===== src/mbet_pkg.sv =====
// Package: shared types and constants for the multibrot escape-time block.
`timescale 1ns / 1ps
package mbet_pkg;
   localparam int unsigned CFG_IDX_W = 2;
   localparam logic [CFG_IDX_W-1:0] CFG_EXPONENT = 2'd0;
   localparam logic [CFG_IDX_W-1:0] CFG_BAILOUT  = 2'd1;
   localparam logic [CFG_IDX_W-1:0] CFG_MAXITER  = 2'd2;

   // Which product the shared multiplier forms this cycle.
   typedef enum logic [1:0] {
      MUL_AC = 2'd0,
      MUL_BD = 2'd1,
      MUL_AD = 2'd2,
      MUL_BC = 2'd3
   } mul_sel_type;

   // Controller to datapath.
   typedef struct packed {
      logic        load;      // start a point: clear z, latch c
      logic        mul_en;    // form one product, accumulate
      mul_sel_type mul_sel;
      logic        cmul_done; // commit product into p
      logic        start_p;   // p = z
      logic        add_c;     // z = p + c
      logic        norm_re;   // norm step 1
      logic        norm_im;   // norm step 2
   } dp_cmd_type;

   // Datapath to controller.
   typedef struct packed {
      logic escape;
   } dp_sts_type;
endpackage


===== src/mbet_ctrl.sv =====
// Controller: sequences complex multiplies, additions and escape tests per point.
`timescale 1ns / 1ps
module mbet_ctrl #(
   parameter int MAX_EXPONENT = 16,
   parameter int ITER_WIDTH   = 16
) (
   input  logic                  clock,
   input  logic                  reset,
   input  logic                  req_valid,
   output logic                  req_ready,
   output logic                  rsp_valid,
   input  logic                  rsp_ready,
   input  logic [4:0]            exponent,
   input  logic [15:0]           max_iterations,
   output mbet_pkg::dp_cmd_type  cmd,
   input  mbet_pkg::dp_sts_type  sts,
   output logic [ITER_WIDTH-1:0] count,
   output logic                  in_set,
   output logic                  capture
);
   import mbet_pkg::*;

   localparam int EW = $clog2(MAX_EXPONENT + 1);

   typedef enum logic [7:0] {
      S_IDLE  = 8'b00000001,
      S_START = 8'b00000010,
      S_MUL   = 8'b00000100,
      S_DRAIN = 8'b00001000,
      S_ADD   = 8'b00010000,
      S_NORM  = 8'b00100000,
      S_TEST  = 8'b01000000,
      S_OUT   = 8'b10000000
   } state_type;

   state_type state_ff, state_in;
   logic [EW-1:0]         k_ff, k_in, m_ff, m_in;
   logic [1:0]            ph_ff, ph_in;
   logic [ITER_WIDTH-1:0] it_ff, it_in, lim_ff, lim_in;
   logic                  inside_ff, inside_in, vld_ff, vld_in;
   logic [EW-1:0]         m_clamp;

   always_comb begin
      if (exponent < 5'd2) m_clamp = EW'(2);
      else if (32'(exponent) > MAX_EXPONENT) m_clamp = EW'(MAX_EXPONENT);
      else m_clamp = EW'(exponent);
   end

   // a finished result waits in the output register, so a new point may start
   assign req_ready = (state_ff == S_IDLE);

   always_comb begin
      state_in = state_ff; k_in = k_ff; m_in = m_ff; ph_in = ph_ff;
      it_in = it_ff; lim_in = lim_ff; inside_in = inside_ff; vld_in = vld_ff;
      cmd = '0;
      capture = 1'b0;
      if (vld_ff && rsp_ready) vld_in = 1'b0;
      unique case (state_ff)
         S_IDLE: if (req_valid && req_ready) begin
            cmd.load = 1'b1;
            m_in = m_clamp;
            lim_in = ITER_WIDTH'(max_iterations);
            it_in = '0;
            inside_in = 1'b1;
            state_in = (max_iterations == 16'd0) ? S_OUT : S_START;
         end
         S_START: begin
            cmd.start_p = 1'b1; k_in = EW'(1); ph_in = 2'd0; state_in = S_MUL;
         end
         S_MUL: begin
            cmd.mul_en = 1'b1;
            cmd.mul_sel = mul_sel_type'(ph_ff);
            ph_in = ph_ff + 2'd1;
            if (ph_ff == 2'd3) state_in = S_DRAIN;
         end
         S_DRAIN: begin
            cmd.cmul_done = 1'b1;
            k_in = k_ff + EW'(1);
            ph_in = 2'd0;
            state_in = (k_ff + EW'(1) == m_ff) ? S_ADD : S_MUL;
         end
         S_ADD:  begin cmd.add_c = 1'b1; state_in = S_NORM; ph_in = 2'd0; end
         S_NORM: begin
            if (ph_ff == 2'd0) begin cmd.norm_re = 1'b1; ph_in = 2'd1; end
            else begin cmd.norm_im = 1'b1; state_in = S_TEST; end
         end
         S_TEST: begin
            if (sts.escape) begin
               inside_in = 1'b0; state_in = S_OUT;
            end else if (it_ff + ITER_WIDTH'(1) == lim_ff) begin
               it_in = lim_ff; state_in = S_OUT;
            end else begin
               it_in = it_ff + ITER_WIDTH'(1); state_in = S_START;
            end
         end
         S_OUT: if (!vld_ff) begin
            capture = 1'b1; vld_in = 1'b1; state_in = S_IDLE;
         end
         default: state_in = S_IDLE;
      endcase
   end

   always_ff @(posedge clock) begin
      if (reset) begin
         state_ff <= S_IDLE; vld_ff <= 1'b0;
      end else begin
         state_ff <= state_in; vld_ff <= vld_in;
      end
      k_ff <= k_in; m_ff <= m_in; ph_ff <= ph_in; it_ff <= it_in;
      lim_ff <= lim_in; inside_ff <= inside_in;
   end

   assign rsp_valid = vld_ff;
   assign count = it_ff;
   assign in_set = inside_ff;
endmodule


===== config.mk =====
export PLATFORM = sky130hd
export DESIGN_NAME = mbet_ctrl
export DESIGN_NICKNAME = d
export VERILOG_FILES = /design/src/mbet_pkg.sv /design/src/mbet_ctrl.sv
export SDC_FILE = /design/constraint.sdc
export NUM_CORES = 1
export LEC_CHECK = 0
export ABC_CLOCK_PERIOD_IN_PS = 3370
export BUFFER_PORTS_ARGS = -buffer_cell sky130_fd_sc_hd__clkbuf_2
export CORE_MARGIN = 3
export CORE_UTILIZATION = 40
export DETAILED_ROUTE_END_ITERATION = 6
export GPL_TIMING_DRIVEN = 0
export PLACE_DENSITY_LB_ADDON = 0.25
export SLEW_MARGIN = 20
export SYNTH_ARGS = -nofsm -noshare
export SYNTH_HDL_FRONTEND = slang
export SYNTH_SLANG_ARGS = --single-unit

===== constraint.sdc =====
create_clock -name clock -period 3.37 [get_ports clock]
set_clock_uncertainty 0.15 [all_clocks]
set_input_delay 0.674 -clock clock [delete_from_list [all_inputs] [get_ports clock]]
set_output_delay 0.674 -clock clock [all_outputs]
set_load 0.05 [all_outputs]

==> qor.yml, run 1 <==
clock_tree:
  cts.path.max_buffers: 2
  root_buffer: "clkbuf_8"
  cts_setup_buffers: 0
  cts-buffers-inserted: 5
  path_clk_slew_ns: 0.10
  ctsResizeCount: 1
  cts_tree: "yes"
  postCtsHoldBufs: 0
  htreeDepth: 2
  clock_latency_ns: 0.31
  cts.sinks: 54
floorplan:
  start_util_pct: 41.51
  rows: 30
  dieArea_sq_mm: 0.008178
  core-area_sq_mm: 0.006869
  die_h_um: 90.43
  fp.dieW_um: 90.43
  boundaryPins: 55
layout:
  layout.nets: 354
  fillCellCount: 636
  final_util_pct: 48.62
  multiInputGateArea_sq_mm: 0.001260
  drive_above_1_share_pct: 24.62
  area_growth_pct: 17.11
  mostFrequentLayoutCell: "clkbuf_2"
  layout_common_cells: "clkbuf_2, edfxtp_1, nor2_1, xnor2_1, nand2_1"
  regArea_sq_mm: 0.001531
  fin_cells: 421
  diodes: 0
logic_synthesis:
  syn_area_sq_mm: 0.002851
  yosys.area_share.simple_pct: 25.14
  synthTopCellsByArea: "edfxtp_1, dfxtp_1, xnor2_1"
  synthMuxAreaShare_pct: 1.053
  synth_top_family_by_area: "simple AND/OR/NAND/NOR gates"
  synth_seq_cells: 54
  yosys.area.top_type: "edfxtp_1"
  synthXorXnorAreaFrac_pct: 11.23
  synth_compound_area_share_pct: 4.783
  synth_edf_count: 45
  synthArstFlopShare_pct: 0
  synth-seq-area-share_pct: 53.71
  avgSynthCellArea_sq_um: 10.88
  synth.distinct_cells: 48
  synth_cells: 262
  synth_nets: 292
  yosys_warnings: 0
  synth_ff_type: "edfxtp_1"
  synth-adder-area-share_pct: 1.755
  synth_top_area_share_pct: 47.39
setup_path:
  cp_max_fo: 22
  critPathCaptureType: "primary output"
  cp_data_arrival_time_ns: 2.30
  reg2reg_setup_slack_ns: 0.46
  reg2reg_depth: 9
  rr_endpoint: "state_ff[7]"
  cp_data_required_time_ns: 2.55
  criticalPathCategory: "flop to primary output"
  reg2reg_from: "count[0]"
  crit_start: "state_ff[4]"
  start_kind: "flop"
routing:
  first_iter_violations: 102
  postRouteAntennaNets: 0
  wl_per_cell_um: 13.60
  vias: 2065
  dr.pass1.iters: 4
  viasPerCell: 4.905
  wirelength_mm: 5.725
  drc: 0
sta:
  max_freq_ghz: 0.3205
  rsz0062_at_grt: "no"
  hold_viol: 0
  fin_crit_ns: 3.120
  setup_viol: 0
  tightest_slew_ns: 0.5673
  fin_crit_sh_pct: 92.57
  finalSetupTns_ns: 0
  slew_headroom_pct: 62.18
  holdWs_ns: 0.3943
  slew_viol_final: 0
global_route:
  grt_pass1_vias: 1975
  grt_max_degree: 23
  grt_overflow: 0
  grt_first_pass_wirelength_mm: 9.211
  antenna_found_initial: 0
  track_usage_pct: 14.28
place:
  dpl.hpwl_mm: 4.448
  gp_congestion: 0.8232
  portBuffers: 54
  dp.cells: 413
power:
  p_leak_nw: 1.279
  power_density_mw_per_mm2: 606.0
  irDropWorstVdd_mv: 0.2661
  p_total_mw: 2.024
hold_path:
  whs_endpoint: "lim_ff[9]"
  min_path_cells: 1
  hold_path.class: "primary input to flop"
  min_from: "max_iterations[9]"
run_status:
  status: "complete, no violations"
job:
  drv_cap: 0
-- state kept, by name, summed over array words and instances (netlist names) --
name       flops
m_ff           5
rsp_valid      1
lim_ff        16
in_set         1
count         16
k_ff           5
ph_ff          2
state_ff       8
-- cell families (layout without fill, tap and decap cells) --
group                      count (synthesis)  after routing
AOI/OAI and AO/OA                         19             19
xor gates and xnor gates                  35             35
adders and majority gates                  4              4
buffers and inverters                     17             80
DFF                                       54             54
muxes                                      3              3
and+or+nand+nor                          130            130
-- layout make-up --
cell class,instances,area share (%)
repair buffers,55,8.430
clock inverters,3,0.3372
clock buffers,5,2.061
flip-flops and latches,54,45.86
multi-input cells,191,37.73
well taps,96,3.597
inverters,10,1.124
plain buffers,7,0.8617
-- worst max-delay path by stage --
stage	end	slack, ns	cells after the start
floorplan	cmd[8]	0.14	5
global placement	count[9]	0.007	6
detailed placement	cmd[8]	0.04	6
CTS	cmd[8]	0.04	6
global route	cmd[8]	0.05	6
finish	cmd[8]	0.25	6
-- synth_stat cells (all sizes together), types with 4 or more instances --
master and count:
nand4 5, dfxtp 9, xor2 14, a21oi 5, xnor2 20, nor3 11, clkbuf 5, nor3b 6
nand2 16, ha 4, nor4 7, or3b 9, inv 10, nor2 43, nor2b 5, nand3 11
and2 5, edfxtp 45
-- critical path, cell delays in order, from the launching register on --
cell      delay [ns]
dfxtp_1         0.34
nor2_1          0.19
nand3_1         0.12
or3b_2          0.54
inv_1           0.12
and2_4          0.33
clkbuf_2        0.34
-- metal layers --
layer | routed length [um] | part of all wire [%] | global-route usage (%)
met3 | 213 | 3.7 | 2.667
met2 | 2873 | 50 | 25.14
met4 | 92 | 1.6 | 5.357
met5 | 0 | 0 | 0
met1 | 2546 | 44 | 17.33
-- metrics by stage --
step	worst slack, ns	instance area [sq um]
after floorplan	0.1424	2851
after global placement	0.006877	3242
after detailed placement	0.03752	3257
after CTS	0.03645	3338
after global routing	0.04949	3339
final	0.2502	3339
-- report_power, final --
group / leakage, nW / internal, mW / switching [mW]
sequential: 0.502 / 0.862 / 0.111
clock: 0.0407 / 0.140 / 0.208
combinational: 0.737 / 0.230 / 0.473
(Power assumes the default switching activity.)
==> inputs of run 2 (changes only) <==
Settings changed: ABC_CLOCK_PERIOD_IN_PS 3370 to 2900, CORE_UTILIZATION 40 to 55.
Clock period 3.37 ns to 2.9 ns, I/O delays scaled along.
==> run 2 against run 1 <==
Effect of this change:
- clock power grew 44%
- core utilization grew 22 points
- hold slack lost 0.085 ns
- via count grew 6.5%
- sequential share of layout area shrank 1.5 points
- combinational power grew 26%
- critical path type is now flop to flop
- largest power group unchanged
==> qor.yml, run 2 (synthesis results as in run 1) <==
power:
  p_sw_share_pct: 37.93  # -1.2 points
  p_int_mw: 1.561  # +27%
  p_comb_share_pct: 35.3  # +0.6 points
  irDropWorstVdd_mv: 0.3538  # +33%
  p_leak_nw: 1.373  # +7.3%
  p_sw_uw: 954.1  # +20%
  power_density_mw_per_mm2: 729.2  # +20%
  p_clk_share_pct: 19.9  # +2.7 points
  seq_power_share_pct: 44.8  # -3.3 points
clock_tree:
  htreeDepth: 2  # unchanged
  cts.sinks: 54  # unchanged
  cts.path.max_buffers: 2  # unchanged
  cts-buffers-inserted: 5  # unchanged
  cts_tree: "yes"
  root_buffer: "clkbuf_8"
  postCtsHoldBufs: 0  # unchanged
  clock_latency_ns: 0.31  # about the same
  path_clk_slew_ns: 0.09  # about the same
setup_path:
  worstSetupPathDepth: 8  # +2
  cp_data_required_time_ns: 2.98  # +0.43 ns
  crit_path_end: "state_ff[7]"
  path_cells: "and4_4 > or4b_4 > nor2_4 > o221ai_1 > nor4_1 > and4_1 > o21ai_1 > a221oi_2"
  cpMaxStageDelayCell: "edfxtp_1"
  reg2reg_depth: 8  # -1
  reg2reg_from: "count[3]"
  cp_top_family: "simple AND/OR/NAND/NOR gates"
  cp_max_fo: 7  # -68%
  criticalPathCategory: "flop to flop"
  rr_endpoint: "state_ff[7]"
  reg2reg_setup_slack_ns: 0.14  # -0.32 ns
  crit_start: "count[3]"
  path_buf_inv: 0  # -2
  slowest_delay_ns: 0.53  # about the same
  cp_data_arrival_time_ns: 2.84  # +0.54 ns
  critPathCaptureType: "flop"
  start_kind: "flop"
floorplan:
  die_h_um: 78.01  # -14%
  core-area_sq_mm: 0.004880  # -29%
  fp.dieW_um: 78.01  # -14%
  start_util_pct: 58.44  # +17 points
  dieArea_sq_mm: 0.006085  # -26%
  boundaryPins: 55  # unchanged
  rows: 25  # -17%
run_status:
  status: "complete, no violations"
layout:
  drive_above_1_share_pct: 29.34  # +4.7 points
  diodes: 0  # unchanged
  layout_common_cells: "clkbuf_2, edfxtp_1, nor2_1, xnor2_1, nand2_1"
  fin_cells: 401  # -4.8%
  area_growth_pct: 20.97
  mostFrequentLayoutCell: "clkbuf_2"
  final_util_pct: 70.69  # +22 points
  layout.nets: 363  # +2.5%
sta:
  setup_viol: 0  # unchanged
  max_freq_ghz: 0.3626
  rsz0062_at_grt: "no"
  tightest_slew_ns: 0.4997  # -0.06755 ns
  slew_viol_final: 0  # unchanged
  fin_crit_sh_pct: 95.11
  hold_viol: 0  # unchanged
  fin_crit_ns: 2.758
  slew_headroom_pct: 66.68  # +4.5 points
job:
  drv_cap: 0  # unchanged
routing:
  wirelength_mm: 5.990  # +4.6%
  vias: 2200  # +6.5%
  wl_per_cell_um: 14.94  # +9.8%
  viasPerCell: 5.486  # +12%
  postRouteAntennaNets: 0  # unchanged
  dr.pass1.iters: 4  # unchanged
  first_iter_violations: 103  # +0.98%
  drc: 0  # unchanged
place:
  portBuffers: 54  # unchanged
  dpl.hpwl_mm: 4.392  # -1.3%
  dp.cells: 384  # -7.0%
  gp_congestion: 0.8324  # +1.1%
global_route:
  grt_overflow: 0  # unchanged
  grt_first_pass_wirelength_mm: 9.791  # +6.3%
  antenna_found_initial: 0  # unchanged
  track_usage_pct: 20.59  # +6.3 points
  grt_max_degree: 17  # -26%
  grt_pass1_vias: 2057  # +4.2%
hold_path:
  min_from: "max_iterations[11]"
  hold_path.class: "primary input to flop"
-- run 2: cell count changes in the layout (fill, tap and decap cells not counted), moves of 2 or more --
cell	previous run	this run
nor2_2	0	3
buf_4	0	8
nor2_1	42	39
clkinv_2	0	2
clkinv_1	3	0
-- run 2: what timing repair did --
action / CTS / global route
endpoints found under the hold margin: 0 / 0
buffers inserted: 0 / 8
gates resized for setup: 5 / 6
cloned: 1 / 0
endpoints found under the setup margin: 2 / 3
pin swaps: 1 / 1
-- run 2: power groups by stage --
stage | registers, mW | logic [mW] | clock network [mW]
after floorplan | 1.34 | 0.418 | 0
after global placement | 1.15 | 0.792 | 0
after detailed placement | 1.15 | 0.818 | 0
after CTS | 1.13 | 0.840 | 0.511
after global routing | 1.15 | 0.958 | 0.543
final | 1.13 | 0.888 | 0.501
-- run 2: per-stage QoR --
step | hold WS (ns) | total power, mW | setup WS (ns) | setup TNS, ns | instance area (sq um)
after floorplan | 0.3947 | 1.756 | 0.08333 | 0 | 2858
after global placement | 0.4100 | 1.937 | -0.4198 | -6.710 | 3212
after detailed placement | 0.4208 | 1.968 | -0.003684 | -0.003684 | 3227
after CTS | 0.2992 | 2.483 | 0.04554 | 0 | 3359
after global routing | 0.2909 | 2.646 | 0.01516 | 0 | 3450
final | 0.3097 | 2.516 | 0.1418 | 0 | 3450
-- run 2: routing by layer --
metal	share of wire, %	GRT usage (%)
met5	0	0
met4	1.8	6.993
met3	6.1	4.756
met2	49	33.13
met1	43	27.45
-- run 2: how the worst min path moves through the flow --
stage | end | slack, ns | cells past startpoint
finish | lim_ff[11] | 0.31 | 1
detailed placement | state_ff[7] | 0.42 | 2
CTS | lim_ff[13] | 0.30 | 1
global route | lim_ff[13] | 0.29 | 1
floorplan | state_ff[6] | 0.39 | 2
global placement | state_ff[7] | 0.41 | 2
-- run 2: cell type report --
| cell class | count | area, sq um |
|---|---|---|
| Clock buffer | 5 | 68.82 |
| Buffer | 7 | 28.78 |
| Multi-Input combinational cell | 192 | 1309 |
| Fill cell | 381 | 1430 |
| Clock inverter | 3 | 40.04 |
| Tap cell | 67 | 83.83 |
| Inverter | 10 | 37.54 |
| Timing Repair Buffer | 63 | 350.3 |
| Sequential cell | 54 | 1531 |
==> inputs of run 3 (changes only) <==
--- a/config.mk
+++ b/config.mk
@@ -9,2 +9,3 @@
 export BUFFER_PORTS_ARGS = -buffer_cell sky130_fd_sc_hd__clkbuf_2
+export CAP_MARGIN = 25
 export CORE_MARGIN = 3
@@ -13,3 +14,3 @@
 export GPL_TIMING_DRIVEN = 0
-export PLACE_DENSITY_LB_ADDON = 0.25
+export PLACE_DENSITY = 0.79
 export SLEW_MARGIN = 20
--- a/constraint.sdc
+++ b/constraint.sdc
@@ -4,2 +4,2 @@
 set_output_delay 0.58 -clock clock [all_outputs]
-set_load 0.05 [all_outputs]
+set_load 0.02 [all_outputs]
==> run 3 against run 2 <==
Effect of this change:
- global-route usage decreased by 0.70 points
- power decreased by 11%
- core utilization decreased by 1.0 points
- die area unchanged
- non-clock buffer count decreased by 1
- critical path depth increased by 1
- first-iteration DRC count increased by 19%
- count of clock-buffer cells in the layout increased by 2
- via count decreased by 1.5%
- critical endpoint unchanged
- largest cell class unchanged
==> qor.yml, run 3 (synthesis results as in run 1) <==
clock_tree:
  postCtsHoldBufs: 0  # unchanged
  root_buffer: "clkbuf_8"
  cts.path.max_buffers: 2  # unchanged
  htreeDepth: 2  # unchanged
  cts.sinks: 54  # unchanged
  path_clk_slew_ns: 0.09  # about the same
  cts_tree: "yes"
  cts-buffers-inserted: 5  # unchanged
  clock_latency_ns: 0.30  # about the same
global_route:
  grt_first_pass_wirelength_mm: 9.439  # -3.6%
  grt_overflow: 0  # unchanged
  grt_max_degree: 17  # unchanged
  antenna_found_initial: 0  # unchanged
  track_usage_pct: 19.89  # -0.70 points
  grt_pass1_vias: 2043  # -0.68%
power:
  irDropWorstVdd_mv: 0.4512  # +28%
  p_leak_nw: 1.349  # -1.7%
  power_density_mw_per_mm2: 661.1  # -9.3%
  p_total_mw: 2.247  # -11%
place:
  placed_area_sq_mm: 0.003221  # -0.19%
  portBuffers: 54  # unchanged
  gp_congestion: 0.8544  # +2.6%
  dpl.hpwl_mm: 4.319  # -1.7%
sta:
  tightest_slew_ns: 0.5578  # +0.05809 ns
  hold_viol: 0  # unchanged
  finalSetupTns_ns: 0  # unchanged
  slew_viol_final: 0  # unchanged
  max_freq_ghz: 0.3696  # +1.9%
  slew_headroom_pct: 62.73  # -4.0 points
  fin_crit_sh_pct: 93.29  # -1.8 points
  fin_crit_ns: 2.705  # -0.05271 ns
  setup_viol: 0  # unchanged
setup_path:
  criticalPathCategory: "flop to flop"
  start_kind: "flop"
  cp_data_arrival_time_ns: 2.78  # -0.06 ns
  crit_start: "count[9]"
  critPathCaptureType: "flop"
  reg2reg_from: "count[9]"
  cp_max_fo: 7  # unchanged
  cp_data_required_time_ns: 2.98  # about the same
routing:
  first_iter_violations: 123  # +19%
  wl_per_cell_um: 14.61  # -2.2%
  wirelength_mm: 5.842  # -2.5%
  dr.pass1.iters: 4  # unchanged
  viasPerCell: 5.420  # -1.2%
  drc: 0  # unchanged
  postRouteAntennaNets: 0  # unchanged
  vias: 2168  # -1.5%
layout:
  drive_above_1_share_pct: 27.63  # -1.7 points
  fillCellCount: 407  # +6.8%
  regArea_sq_mm: 0.001531  # unchanged
  layout.nets: 362  # -0.28%
  layout_common_cells: "clkbuf_2, edfxtp_1, nor2_1, xnor2_1, nand2_1"
  diodes: 0  # unchanged
  mostFrequentLayoutCell: "clkbuf_2"
  fin_area_sq_mm: 0.003400  # -1.5%
  area_growth_pct: 19.22
  multiInputGateArea_sq_mm: 0.001301  # -0.57%
floorplan:
  die_h_um: 78.01  # unchanged
  core-area_sq_mm: 0.004880  # unchanged
  boundaryPins: 55  # unchanged
  rows: 25  # unchanged
  dieArea_sq_mm: 0.006085  # unchanged
  start_util_pct: 58.44  # unchanged
  fp.dieW_um: 78.01  # unchanged
hold_path:
  hold_path.class: "primary input to flop"
  min_from: "max_iterations[11]"
job:
  drv_cap: 0  # unchanged
run_status:
  status: "complete, no violations"
## run 3: worst paths after layout
kind                       to  slack [ns]  depth (start not counted)
hold / removal     lim_ff[11]        0.32                          1
setup / recovery  state_ff[7]        0.19                          9
setup reg to reg  state_ff[7]        0.19                          9
hold reg to reg   state_ff[7]        0.42                          2
## run 3: power by group
| group | switching (mW) | internal (mW) | total (mW) |
|---|---|---|---|
| logic | 0.416 | 0.301 | 0.717 |
| clock network | 0.237 | 0.172 | 0.409 |
| registers | 0.120 | 1.00 | 1.12 |
| total | 0.773 | 1.47 | 2.25 |
## run 3: what timing repair did
action	4_1_cts	5_1_grt
pin swaps	1	2
setup buffers	0	7
gates resized for setup	3	5
endpoints found under the setup margin	2	2
endpoints found under the hold margin	0	0
cloned	1	0
## run 3: layout make-up
type	instances	area share, %
clock inverter	1	0.1840
multi-input combinational	192	38.28
tap	67	2.466
inverter	10	1.104
clock buffer	7	2.245
sequential	54	45.05
buffer	7	0.8465
timing repair buffer	62	9.827
## run 3: worst max-delay path, cell delays in order, from the launching register on
cell	delay, ns
edfxtp_1	0.35
buf_2	0.18
nand4_1	0.21
or4b_4	0.63
nor2_4	0.14
o221ai_1	0.14
nor4_1	0.22
and4_1	0.27
o21ai_1	0.11
a221oi_2	0.23
## run 3: stage by stage
stage               worst slack (ns)  std cells  hold slack, ns  utilization [%]
finish                        0.1945        400          0.3159            69.67
global route               -0.005910        400          0.3016            69.67
CTS                          0.03235        393          0.3082            68.03
detailed placement           -0.2172        384          0.4183            66.00
global placement             -0.4234        383          0.4116            65.69
floorplan                     0.1430        262          0.3966                -
## run 3: routing by layer
metal	routed length, um	GRT usage, %
met5	0	0
met4	98	7.867
met2	2892	32.62
met1	2466	25.34
met3	386	4.872
